## src/rtl/gnc_pkg.sv

```systemverilog
// Shared constants, types and slot ordering for the geohash neighbour code block.
// No dependencies; every other file of the block imports this package.
`default_nettype none

package gnc_pkg;

	// Fixed field widths of the request and response channels.
	localparam int QUERY_W = 64;
	localparam int PREFIX_W = 7;
	localparam int COUNT_W = 4;

	// Default number of interleaved code bits.
	localparam int CODE_BITS_DEF = 64;

	// Eight neighbour slots around the centre cell.
	localparam int SLOTS = 8;
	localparam int SLOT_W = 3;

	// Row and column selectors: centre, minus one step, plus one step.
	localparam logic [1:0] SEL_CENTRE = 2'd0;
	localparam logic [1:0] SEL_MINUS = 2'd1;
	localparam logic [1:0] SEL_PLUS = 2'd2;

	// Emission order of the slots, row major, the centre cell excluded.
	localparam logic [1:0] SLOT_ROW [SLOTS] = '{
		SEL_CENTRE, SEL_CENTRE, SEL_MINUS, SEL_MINUS,
		SEL_MINUS, SEL_PLUS, SEL_PLUS, SEL_PLUS
	};
	localparam logic [1:0] SLOT_COL [SLOTS] = '{
		SEL_MINUS, SEL_PLUS, SEL_CENTRE, SEL_MINUS,
		SEL_PLUS, SEL_CENTRE, SEL_MINUS, SEL_PLUS
	};

	// Slots that trade places when all eight neighbours exist.
	localparam logic [SLOT_W-1:0] SWAP_A = 3'd3;
	localparam logic [SLOT_W-1:0] SWAP_B = 3'd5;

	// Candidate set of one request, handed from the step logic to the emitter.
	typedef struct packed {
		logic [SLOTS-1:0] slots;
		logic [COUNT_W-1:0] count;
	} cand_t;

	// Physical slot for an emission position, with the full-ring swap applied.
	function automatic logic [SLOT_W-1:0] map_slot(input logic [SLOT_W-1:0] s,
		input logic full);
		logic [SLOT_W-1:0] r;
		r = s;
		if (full && s == SWAP_A) begin
			r = SWAP_B;
		end else if (full && s == SWAP_B) begin
			r = SWAP_A;
		end
		return r;
	endfunction

endpackage

`default_nettype wire

```

## src/rtl/gnc_if.sv

```systemverilog
// Valid/ready channel interfaces for requests and neighbour responses.
// Depends on gnc_pkg for the field widths.
`default_nettype none

interface gnc_in_if import gnc_pkg::*; ();
	logic valid;
	logic ready;
	logic [QUERY_W-1:0] query_code;
	logic [PREFIX_W-1:0] prefix_bits;

	modport source (output valid, query_code, prefix_bits, input ready);
	modport sink (input valid, query_code, prefix_bits, output ready);
endinterface

interface gnc_out_if import gnc_pkg::*; ();
	logic valid;
	logic ready;
	logic [QUERY_W-1:0] neighbor_code;
	logic neighbor_valid;
	logic [COUNT_W-1:0] neighbor_count;
	logic last;

	modport source (output valid, neighbor_code, neighbor_valid, neighbor_count, last,
		input ready);
	modport sink (input valid, neighbor_code, neighbor_valid, neighbor_count, last,
		output ready);
endinterface

`default_nettype wire

```

## src/rtl/gnc_step.sv

```systemverilog
// Request register and the neighbour step logic: splits the code into longitude and
// latitude, steps both prefixes and marks which neighbour slots exist. Uses gnc_pkg, gnc_in_if.
`default_nettype none

module gnc_step import gnc_pkg::*; #(
	parameter int CodeBits = CODE_BITS_DEF
) (
	input wire logic clk,
	input wire logic arst_n,
	gnc_in_if.sink req,
	output logic cell_valid,
	input wire logic cell_take,
	output cand_t cand,
	output logic [2:0][(CodeBits+1)/2-1:0] cols,
	output logic [2:0][CodeBits/2-1:0] rows
);

	localparam int LonW = (CodeBits + 1) / 2;
	localparam int LatW = CodeBits / 2;

	logic valid_s1;
	logic [CodeBits-1:0] code_s1;
	logic [PREFIX_W-1:0] pfx_s1;

	logic [LonW-1:0] lon;
	logic [LatW-1:0] lat;
	logic [PREFIX_W-1:0] pfx;
	logic [PREFIX_W-1:0] lon_len;
	logic [PREFIX_W-1:0] lat_len;
	logic [LonW:0] lon_unit;
	logic [LatW:0] lat_unit;
	logic [LonW:0] lon_dn;
	logic [LonW:0] lon_up;
	logic [LatW:0] lat_dn;
	logic [LatW:0] lat_up;
	logic [2:0] row_en;
	logic [2:0] col_en;
	logic [SLOTS-1:0] slots;

	// Input register; a request enters whenever the stage is empty or being drained.
	assign req.ready = !valid_s1 || cell_take;

	always_ff @(posedge clk or negedge arst_n) begin
		if (!arst_n) begin
			valid_s1 <= 1'b0;
		end else if (req.ready) begin
			valid_s1 <= req.valid;
		end
	end

	always_ff @(posedge clk) begin
		if (req.valid && req.ready) begin
			code_s1 <= req.query_code[CodeBits-1:0];
			pfx_s1 <= req.prefix_bits;
		end
	end

	// De-interleave: the top bit is longitude, then the bits alternate.
	for (genvar t = 0; t < CodeBits; t++) begin : g_split
		if (t % 2 == 0) begin : g_lon
			assign lon[LonW-1-t/2] = code_s1[CodeBits-1-t];
		end else begin : g_lat
			assign lat[LatW-1-t/2] = code_s1[CodeBits-1-t];
		end
	end

	// Prefix lengths and the weight of the lowest prefix bit of each coordinate.
	always_comb begin
		pfx = (pfx_s1 > PREFIX_W'(CodeBits)) ? PREFIX_W'(CodeBits) : pfx_s1;
		lon_len = (pfx + PREFIX_W'(1)) >> 1;
		lat_len = pfx >> 1;
		lon_unit = (LonW+1)'(1) << (PREFIX_W'(LonW) - lon_len);
		lat_unit = (LatW+1)'(1) << (PREFIX_W'(LatW) - lat_len);
	end

	// Steps on the full coordinates leave the bits below the prefix untouched.
	// Longitude wraps; a latitude step that borrows or carries out is dropped.
	always_comb begin
		lon_dn = {1'b0, lon} - lon_unit;
		lon_up = {1'b0, lon} + lon_unit;
		lat_dn = {1'b0, lat} - lat_unit;
		lat_up = {1'b0, lat} + lat_unit;

		cols[SEL_CENTRE] = lon;
		cols[SEL_MINUS] = lon_dn[LonW-1:0];
		cols[SEL_PLUS] = lon_up[LonW-1:0];

		rows[SEL_CENTRE] = lat;
		rows[SEL_MINUS] = lat_dn[LatW] ? lat : lat_dn[LatW-1:0];
		rows[SEL_PLUS] = lat_up[LatW] ? rows[SEL_MINUS] : lat_up[LatW-1:0];
	end

	// A row or column equal to the one before it is skipped.
	always_comb begin
		row_en[SEL_CENTRE] = 1'b1;
		row_en[SEL_MINUS] = rows[SEL_MINUS] != rows[SEL_CENTRE];
		row_en[SEL_PLUS] = rows[SEL_PLUS] != rows[SEL_MINUS];
		col_en[SEL_CENTRE] = 1'b1;
		col_en[SEL_MINUS] = cols[SEL_MINUS] != cols[SEL_CENTRE];
		col_en[SEL_PLUS] = cols[SEL_PLUS] != cols[SEL_MINUS];
		for (int k = 0; k < SLOTS; k++) begin
			slots[k] = row_en[SLOT_ROW[k]] & col_en[SLOT_COL[k]];
		end
		cand.slots = slots;
		cand.count = COUNT_W'($countones(slots));
	end

	assign cell_valid = valid_s1;

endmodule

`default_nettype wire

```

## src/rtl/gnc_emit.sv

```systemverilog
// Neighbour emitter: holds one request's candidate set and sends one response per
// cycle, when rsp.ready allows, through a registered response stage. Uses gnc_pkg and gnc_out_if.
`default_nettype none

module gnc_emit import gnc_pkg::*; #(
	parameter int CodeBits = CODE_BITS_DEF
) (
	input wire logic clk,
	input wire logic arst_n,
	input wire logic cell_valid,
	output logic cell_take,
	input cand_t cand,
	input wire logic [2:0][(CodeBits+1)/2-1:0] cols,
	input wire logic [2:0][CodeBits/2-1:0] rows,
	gnc_out_if.source rsp
);

	localparam int LonW = (CodeBits + 1) / 2;
	localparam int LatW = CodeBits / 2;

	logic valid_s2;
	logic [SLOTS-1:0] rem_s2;
	logic [COUNT_W-1:0] count_s2;
	logic [2:0][LonW-1:0] cols_s2;
	logic [2:0][LatW-1:0] rows_s2;

	logic valid_s3;
	logic [QUERY_W-1:0] code_s3;
	logic nvalid_s3;
	logic [COUNT_W-1:0] count_s3;
	logic last_s3;

	logic out_free;
	logic emit;
	logic [SLOT_W-1:0] pick;
	logic [SLOT_W-1:0] slot;
	logic [SLOTS-1:0] rem_next;
	logic none;
	logic last_pick;
	logic [LonW-1:0] col_sel;
	logic [LatW-1:0] row_sel;
	logic [CodeBits-1:0] code_w;

	// Response stage is free when empty or when its response is being taken.
	assign out_free = !valid_s3 || rsp.ready;
	assign emit = valid_s2 && out_free;

	// Lowest remaining slot goes next.
	always_comb begin
		pick = '0;
		for (int k = SLOTS - 1; k >= 0; k--) begin
			if (rem_s2[k]) begin
				pick = SLOT_W'(k);
			end
		end
		rem_next = rem_s2 & ~(SLOTS'(1) << pick);
		none = count_s2 == '0;
		last_pick = none || rem_next == '0;
		slot = map_slot(pick, count_s2 == COUNT_W'(SLOTS));
		col_sel = cols_s2[SLOT_COL[slot]];
		row_sel = rows_s2[SLOT_ROW[slot]];
	end

	// Re-interleave the chosen column and row into a full code.
	for (genvar t = 0; t < CodeBits; t++) begin : g_merge
		if (t % 2 == 0) begin : g_lon
			assign code_w[CodeBits-1-t] = col_sel[LonW-1-t/2];
		end else begin : g_lat
			assign code_w[CodeBits-1-t] = row_sel[LatW-1-t/2];
		end
	end

	// A new candidate set is taken when the held one sends its final response.
	assign cell_take = !valid_s2 || (emit && last_pick);

	always_ff @(posedge clk or negedge arst_n) begin
		if (!arst_n) begin
			valid_s2 <= 1'b0;
			valid_s3 <= 1'b0;
		end else begin
			if (cell_take) begin
				valid_s2 <= cell_valid;
			end
			if (out_free) begin
				valid_s3 <= emit;
			end
		end
	end

	// Candidate hold register and its shrinking slot mask.
	always_ff @(posedge clk) begin
		if (cell_take && cell_valid) begin
			rem_s2 <= cand.slots;
			count_s2 <= cand.count;
			cols_s2 <= cols;
			rows_s2 <= rows;
		end else if (emit) begin
			rem_s2 <= rem_next;
		end
	end

	// Response register; a request with no neighbours sends one empty response.
	always_ff @(posedge clk) begin
		if (emit) begin
			code_s3 <= none ? '0 : QUERY_W'(code_w);
			nvalid_s3 <= !none;
			count_s3 <= count_s2;
			last_s3 <= last_pick;
		end
	end

	assign rsp.valid = valid_s3;
	assign rsp.neighbor_code = code_s3;
	assign rsp.neighbor_valid = nvalid_s3;
	assign rsp.neighbor_count = count_s3;
	assign rsp.last = last_s3;

endmodule

`default_nettype wire

```

## src/rtl/geohash_neighbor_codes_core.sv

```systemverilog
// Top level of the geohash neighbour code block: step logic followed by the emitter.
// Depends on gnc_pkg, gnc_if, gnc_step and gnc_emit.
//
//   channel | dir | fields                                                 | handshake
//   req     | in  | query_code[63:0], prefix_bits[6:0]                     | valid/ready
//   rsp     | out | neighbor_code[63:0], neighbor_valid, neighbor_count[3:0], last | valid/ready
//
// Each request yields max(n, 1) responses, n the neighbour count (0 to 8), sent one per
// cycle from the response register while rsp.ready is high; a request passes through the
// request register, the candidate hold register and the response register in that order.
// The request register and the candidate hold register let the next request enter while
// the current one is still being sent. Reset clears only the stage valid flags.
// When rsp.ready is low the response register holds and the stages behind it fill up.
`default_nettype none

module geohash_neighbor_codes_core import gnc_pkg::*; #(
	parameter int CodeBits = CODE_BITS_DEF
) (
	input wire logic clk,
	input wire logic arst_n,
	gnc_in_if.sink req,
	gnc_out_if.source rsp
);

	localparam int LonW = (CodeBits + 1) / 2;
	localparam int LatW = CodeBits / 2;

	logic cell_valid;
	logic cell_take;
	cand_t cand;
	logic [2:0][LonW-1:0] cols;
	logic [2:0][LatW-1:0] rows;

	// Split, step and mark the neighbour slots of one request.
	gnc_step #(
		.CodeBits(CodeBits)
	) u_step (
		.clk(clk),
		.arst_n(arst_n),
		.req(req),
		.cell_valid(cell_valid),
		.cell_take(cell_take),
		.cand(cand),
		.cols(cols),
		.rows(rows)
	);

	// Send the neighbours one by one.
	gnc_emit #(
		.CodeBits(CodeBits)
	) u_emit (
		.clk(clk),
		.arst_n(arst_n),
		.cell_valid(cell_valid),
		.cell_take(cell_take),
		.cand(cand),
		.cols(cols),
		.rows(rows),
		.rsp(rsp)
	);

endmodule

`default_nettype wire

```

## src/flat_wrapper.sv

```systemverilog
// flat-port wrapper written by rule: the top's interface ports become plain ports
module geohash_neighbor_codes_core_flat import gnc_pkg::*;
#(
	parameter int CodeBits = CODE_BITS_DEF
)
  (clk, arst_n, req_valid, req_query_code, req_prefix_bits, req_ready, rsp_valid, rsp_neighbor_code, rsp_neighbor_valid, rsp_neighbor_count, rsp_last, rsp_ready);
  gnc_in_if req_i ();
  gnc_out_if rsp_i ();
  input wire logic clk;
  input wire logic arst_n;
  input wire logic [$bits(req_i.valid)-1:0] req_valid;
  input wire logic [$bits(req_i.query_code)-1:0] req_query_code;
  input wire logic [$bits(req_i.prefix_bits)-1:0] req_prefix_bits;
  output wire logic [$bits(req_i.ready)-1:0] req_ready;
  output wire logic [$bits(rsp_i.valid)-1:0] rsp_valid;
  output wire logic [$bits(rsp_i.neighbor_code)-1:0] rsp_neighbor_code;
  output wire logic [$bits(rsp_i.neighbor_valid)-1:0] rsp_neighbor_valid;
  output wire logic [$bits(rsp_i.neighbor_count)-1:0] rsp_neighbor_count;
  output wire logic [$bits(rsp_i.last)-1:0] rsp_last;
  input wire logic [$bits(rsp_i.ready)-1:0] rsp_ready;
  assign req_i.valid = req_valid;
  assign req_i.query_code = req_query_code;
  assign req_i.prefix_bits = req_prefix_bits;
  assign req_ready = req_i.ready;
  assign rsp_valid = rsp_i.valid;
  assign rsp_neighbor_code = rsp_i.neighbor_code;
  assign rsp_neighbor_valid = rsp_i.neighbor_valid;
  assign rsp_neighbor_count = rsp_i.neighbor_count;
  assign rsp_last = rsp_i.last;
  assign rsp_i.ready = rsp_ready;
  geohash_neighbor_codes_core #(.CodeBits(CodeBits)) u_core (.clk(clk), .arst_n(arst_n), .req(req_i), .rsp(rsp_i));
endmodule
```

## config.mk

```make
export PLATFORM = sky130hd
export DESIGN_NAME = geohash_neighbor_codes_core_flat
export DESIGN_NICKNAME = d
export VERILOG_FILES = /design/src/rtl/gnc_pkg.sv /design/src/rtl/gnc_if.sv /design/src/rtl/gnc_step.sv /design/src/rtl/gnc_emit.sv /design/src/rtl/geohash_neighbor_codes_core.sv /design/src/flat_wrapper.sv
export SDC_FILE = /design/constraint.sdc
export NUM_CORES = 1
export LEC_CHECK = 0
export BUFFER_PORTS_ARGS = -buffer_cell sky130_fd_sc_hd__buf_2
export CORE_MARGIN = 1.5
export CORE_UTILIZATION = 50
export DETAILED_ROUTE_END_ITERATION = 10
export HOLD_SLACK_MARGIN = 0.03
export PLACE_DENSITY = 0.7
export REMOVE_ABC_BUFFERS = 1
export SYNTH_ARGS = -nofsm -noshare
export SYNTH_HDL_FRONTEND = slang
export SYNTH_HIERARCHICAL = 1
export SYNTH_SLANG_ARGS = --single-unit
```

## constraint.sdc

```tcl
create_clock -name clk -period 7.9 [get_ports clk]
set_input_delay 1.185 -clock clk [delete_from_list [all_inputs] [get_ports clk]]
set_output_delay 1.185 -clock clk [all_outputs]
set_load 0.05 [all_outputs]
```

==> impl_metrics.toml <==
[clock_network]
htreeDepth = 2
cts_buffers = 39
cts_tree = "done"
clkTransAtPathRegs_ps = 60
clk-insertion-delay-late_ps = 570
hold_buffers = 0
clockBufferDepth = 3
clock_sinks = 348
root_buffer = "clkbuf_16"

[timing]
slew_headroom = 0.1671
slew_viol_final = 0
tightest_slew_ps = 1249
finalHoldViolations = 0
fmax_mhz = 132.0
period_share = 0.9589
period_needed_ps = 7576
finalSetupViolations = 0
skew_ps = 25.46

[place]
gp_congestion = 1.029
dp_hpwl_um = 64830
port_buffers = 146
dpl_cell_area_um2 = 27780

[drt]
wl_per_cell_um = 23.91
vias = 22010
first_pass_iters = 6
viasPerCell = 6.152
drt-total-wl_um = 85570
drc_errors = 0
drtAntennaViolNets = 0
drt_iter0_markers = 2007

[grt]
globalRoute.totalOverflow = 0
grt_pass1_vias = 21490
grt_start_max_net_pins = 150
grtUsageTotal = 0.3197
antenna_found_initial = 1
grt_first_pass_wirelength_um = 128500

[final_layout]
final_common_cell = "edfxtp_1"
final_layout_size_suffix_gt1_frac = 0.1914
fillers = 4395
utilization = 0.5855
final_cell_mix = "edfxtp_1 (345), nand2_1 (223), buf_4 (216), nor2_1 (191), a21oi_1 (186)"
layout.nets = 3094
area_growth_pct = 15.66
register_area_um2 = 10440
fin_area_um2 = 29380
multi_input_area_um2 = 13910

[critical_path]
cp-start-kind = "flop"
cp.required_ps = 8220
critPathMaxFanout = 3
max_stage_delay_ps = 480
cp.arrival_ps = 7890
crit_slowest_cell = "a2111oi_2"
cpMostUsedCell = "inv_1"
crit_path_end_kind = "flop"
ff2ff_path_depth = 34
reg2reg_setup_slack_ps = 320
critical_path_class = "flop to flop"

[logic_synthesis]
synth_seq_cells = 348
synth_area_per_cell_um2 = 9.683
synth_ff_type = "edfxtp_1"
synthesis.area_um2 = 25400
synth_edf_count = 345
async_reset_ff_frac = 0.008621
yosysUniqueCellTypes = 115
postSynthCellCount = 2623
ys_warn_count = 6
yosysSeqAreaShare = 0.4109

[floorplan]
die_w_um = 228.4
rows = 82
dieArea_um2 = 52160
fp.coreArea_um2 = 50170
boundaryPins = 147
die_h_um = 228.4
start_util = 0.5062

[power]
p_total_mw = 5.179
irDropWorstVdd_v = 0.0001622
leakage_nw = 11.80
powerDensity_nw_per_um2 = 176.3

[status]
status = "finished, final reports clean"

[job]
drv_cap = 0

[worst_hold_path]
min-delay-path-class = "input port to asynchronous set/reset pin"
[metal layers]
layer,up-vias,GRT usage,part of all wire
li1,10250,-,-
met3,191,0.03181,0.051
met2,857,0.5571,0.49
met1,10710,0.4095,0.41
met4,0,0.1244,0.042
met5,-,0,0
[state kept, by name, indices dropped and copies added, names as in the netlist]
signal	cells
u_core/u_emit/cols_s2	96
u_core/u_emit/count_s2	4
u_core/u_emit/rem_s2	8
u_core/u_emit/rows_s2	96
u_core/u_emit/rsp.last	1
u_core/u_emit/rsp.neighbor_code	64
u_core/u_emit/rsp.neighbor_count	4
u_core/u_emit/rsp.neighbor_valid	1
u_core/u_emit/rsp.valid	1
u_core/u_emit/valid_s2	1
u_core/u_step/cell_valid	1
u_core/u_step/code_s1	64
u_core/u_step/pfx_s1	7
[kinds of logic (layout without fill, tap and decap cells)]
family                   Yosys count  in the layout  synth area share
multiplexers                      70             70           0.02897
XOR/XNOR                         203            203           0.07463
buffers and inverters            313            595           0.06025
AND/OR/NAND/NOR                  827            827            0.1570
other                              0              1                 0
flip-flops                       348            348            0.4109
adder cells (fa/ha/maj)          142            142           0.07222
AO/OA/AOI/OAI                    720            720            0.1961
[cell type report]
cell class / instances / area share
multi-input combinational: 1962 / 0.4735
sequential: 348 / 0.3552
timing repair buffer: 364 / 0.08144
clock buffer: 47 / 0.03424
tap: 672 / 0.02862
inverter: 163 / 0.02083
clock inverter: 21 / 0.006006
antenna: 1 / 0.00008519
[power by group]
group	internal, mW	switching, mW
logic	0.389	0.827
clock network	0.977	0.754
registers	2.17	0.0602
total	3.54	1.64
[cell usage after synthesis, types with 24 or more instances]
cell type  count  area, um2
edfxtp_1     345      10360
nand2_1      224      840.8
nor2_1       195      732.0
a21oi_1      193      965.9
inv_1        158      593.1
xnor2_1      147       1287
ha_1         133       1664
nand3_1      104      520.5
o21ai_0       94      470.5
nor3_1        90      450.4
clkbuf_1      83      311.6
o211ai_1      57      427.9
mux2i_1       51      510.5
xor2_1        47      411.6
o22ai_1       42      262.8
nand2b_1      34      212.7
o311ai_1      33      289.0
nor2b_1       30      187.7
nor4_1        25      156.4
a31oi_1       24      150.1
[stage by stage]
| stage | setup WS, ps | hold WS (ps) | setup TNS [ps] | std cells |
|---|---|---|---|---|
| 2_1_floorplan | -7825 | 427.4 | -1452710 | 2473 |
| 3_3_place_gp | -134.7 | 462.5 | -159.5 | 3501 |
| 3_5_place_dp | -337.9 | 452.1 | -638.6 | 3501 |
| 4_1_cts | 6.727 | 367.0 | 0 | 3569 |
| 5_1_grt | -1.910 | 385.4 | -1.910 | 3577 |
| 6_report | 324.3 | 395.9 | 0 | 3578 |
[final timing paths]
kind	startpoint	end
min in group clk	u_core/u_emit/count_s2[0]$_DFFE_PP_	u_core/u_emit/rsp.neighbor_count[0]$_DFFE_PP_
min	arst_n	u_core/u_step/cell_valid$_DFFE_PN0N_
max	u_core/u_step/pfx_s1[0]$_DFFE_PP_	u_core/u_emit/count_s2[2]$_DFFE_PP_
max reg2reg	u_core/u_step/pfx_s1[0]$_DFFE_PP_	u_core/u_emit/count_s2[2]$_DFFE_PP_
max in group asynchronous	arst_n	u_core/u_emit/valid_s2$_DFFE_PN0P_
min reg2reg	u_core/u_emit/count_s2[0]$_DFFE_PP_	u_core/u_emit/rsp.neighbor_count[0]$_DFFE_PP_
[critical path: cells and delay by family, from the launching register on]
family | cells | cell delay [ps]
xor gates and xnor gates | 2 | 310
adders and majority gates | 8 | 2520
DFF | 1 | 400
AOI/OAI and AO/OA | 8 | 1740
buffers and inverters | 6 | 580
and+or+nand+nor | 10 | 1760
[timing repair]
item                                    in CTS  in global routing
endpoints found under the hold margin        0                  0
buffers inserted                             0                  8
resized for setup                           16                 60
pin swaps                                    1                 19
endpoints found under the setup margin       3                  4
No activity file was read; power rests on OpenSTA's default activity.
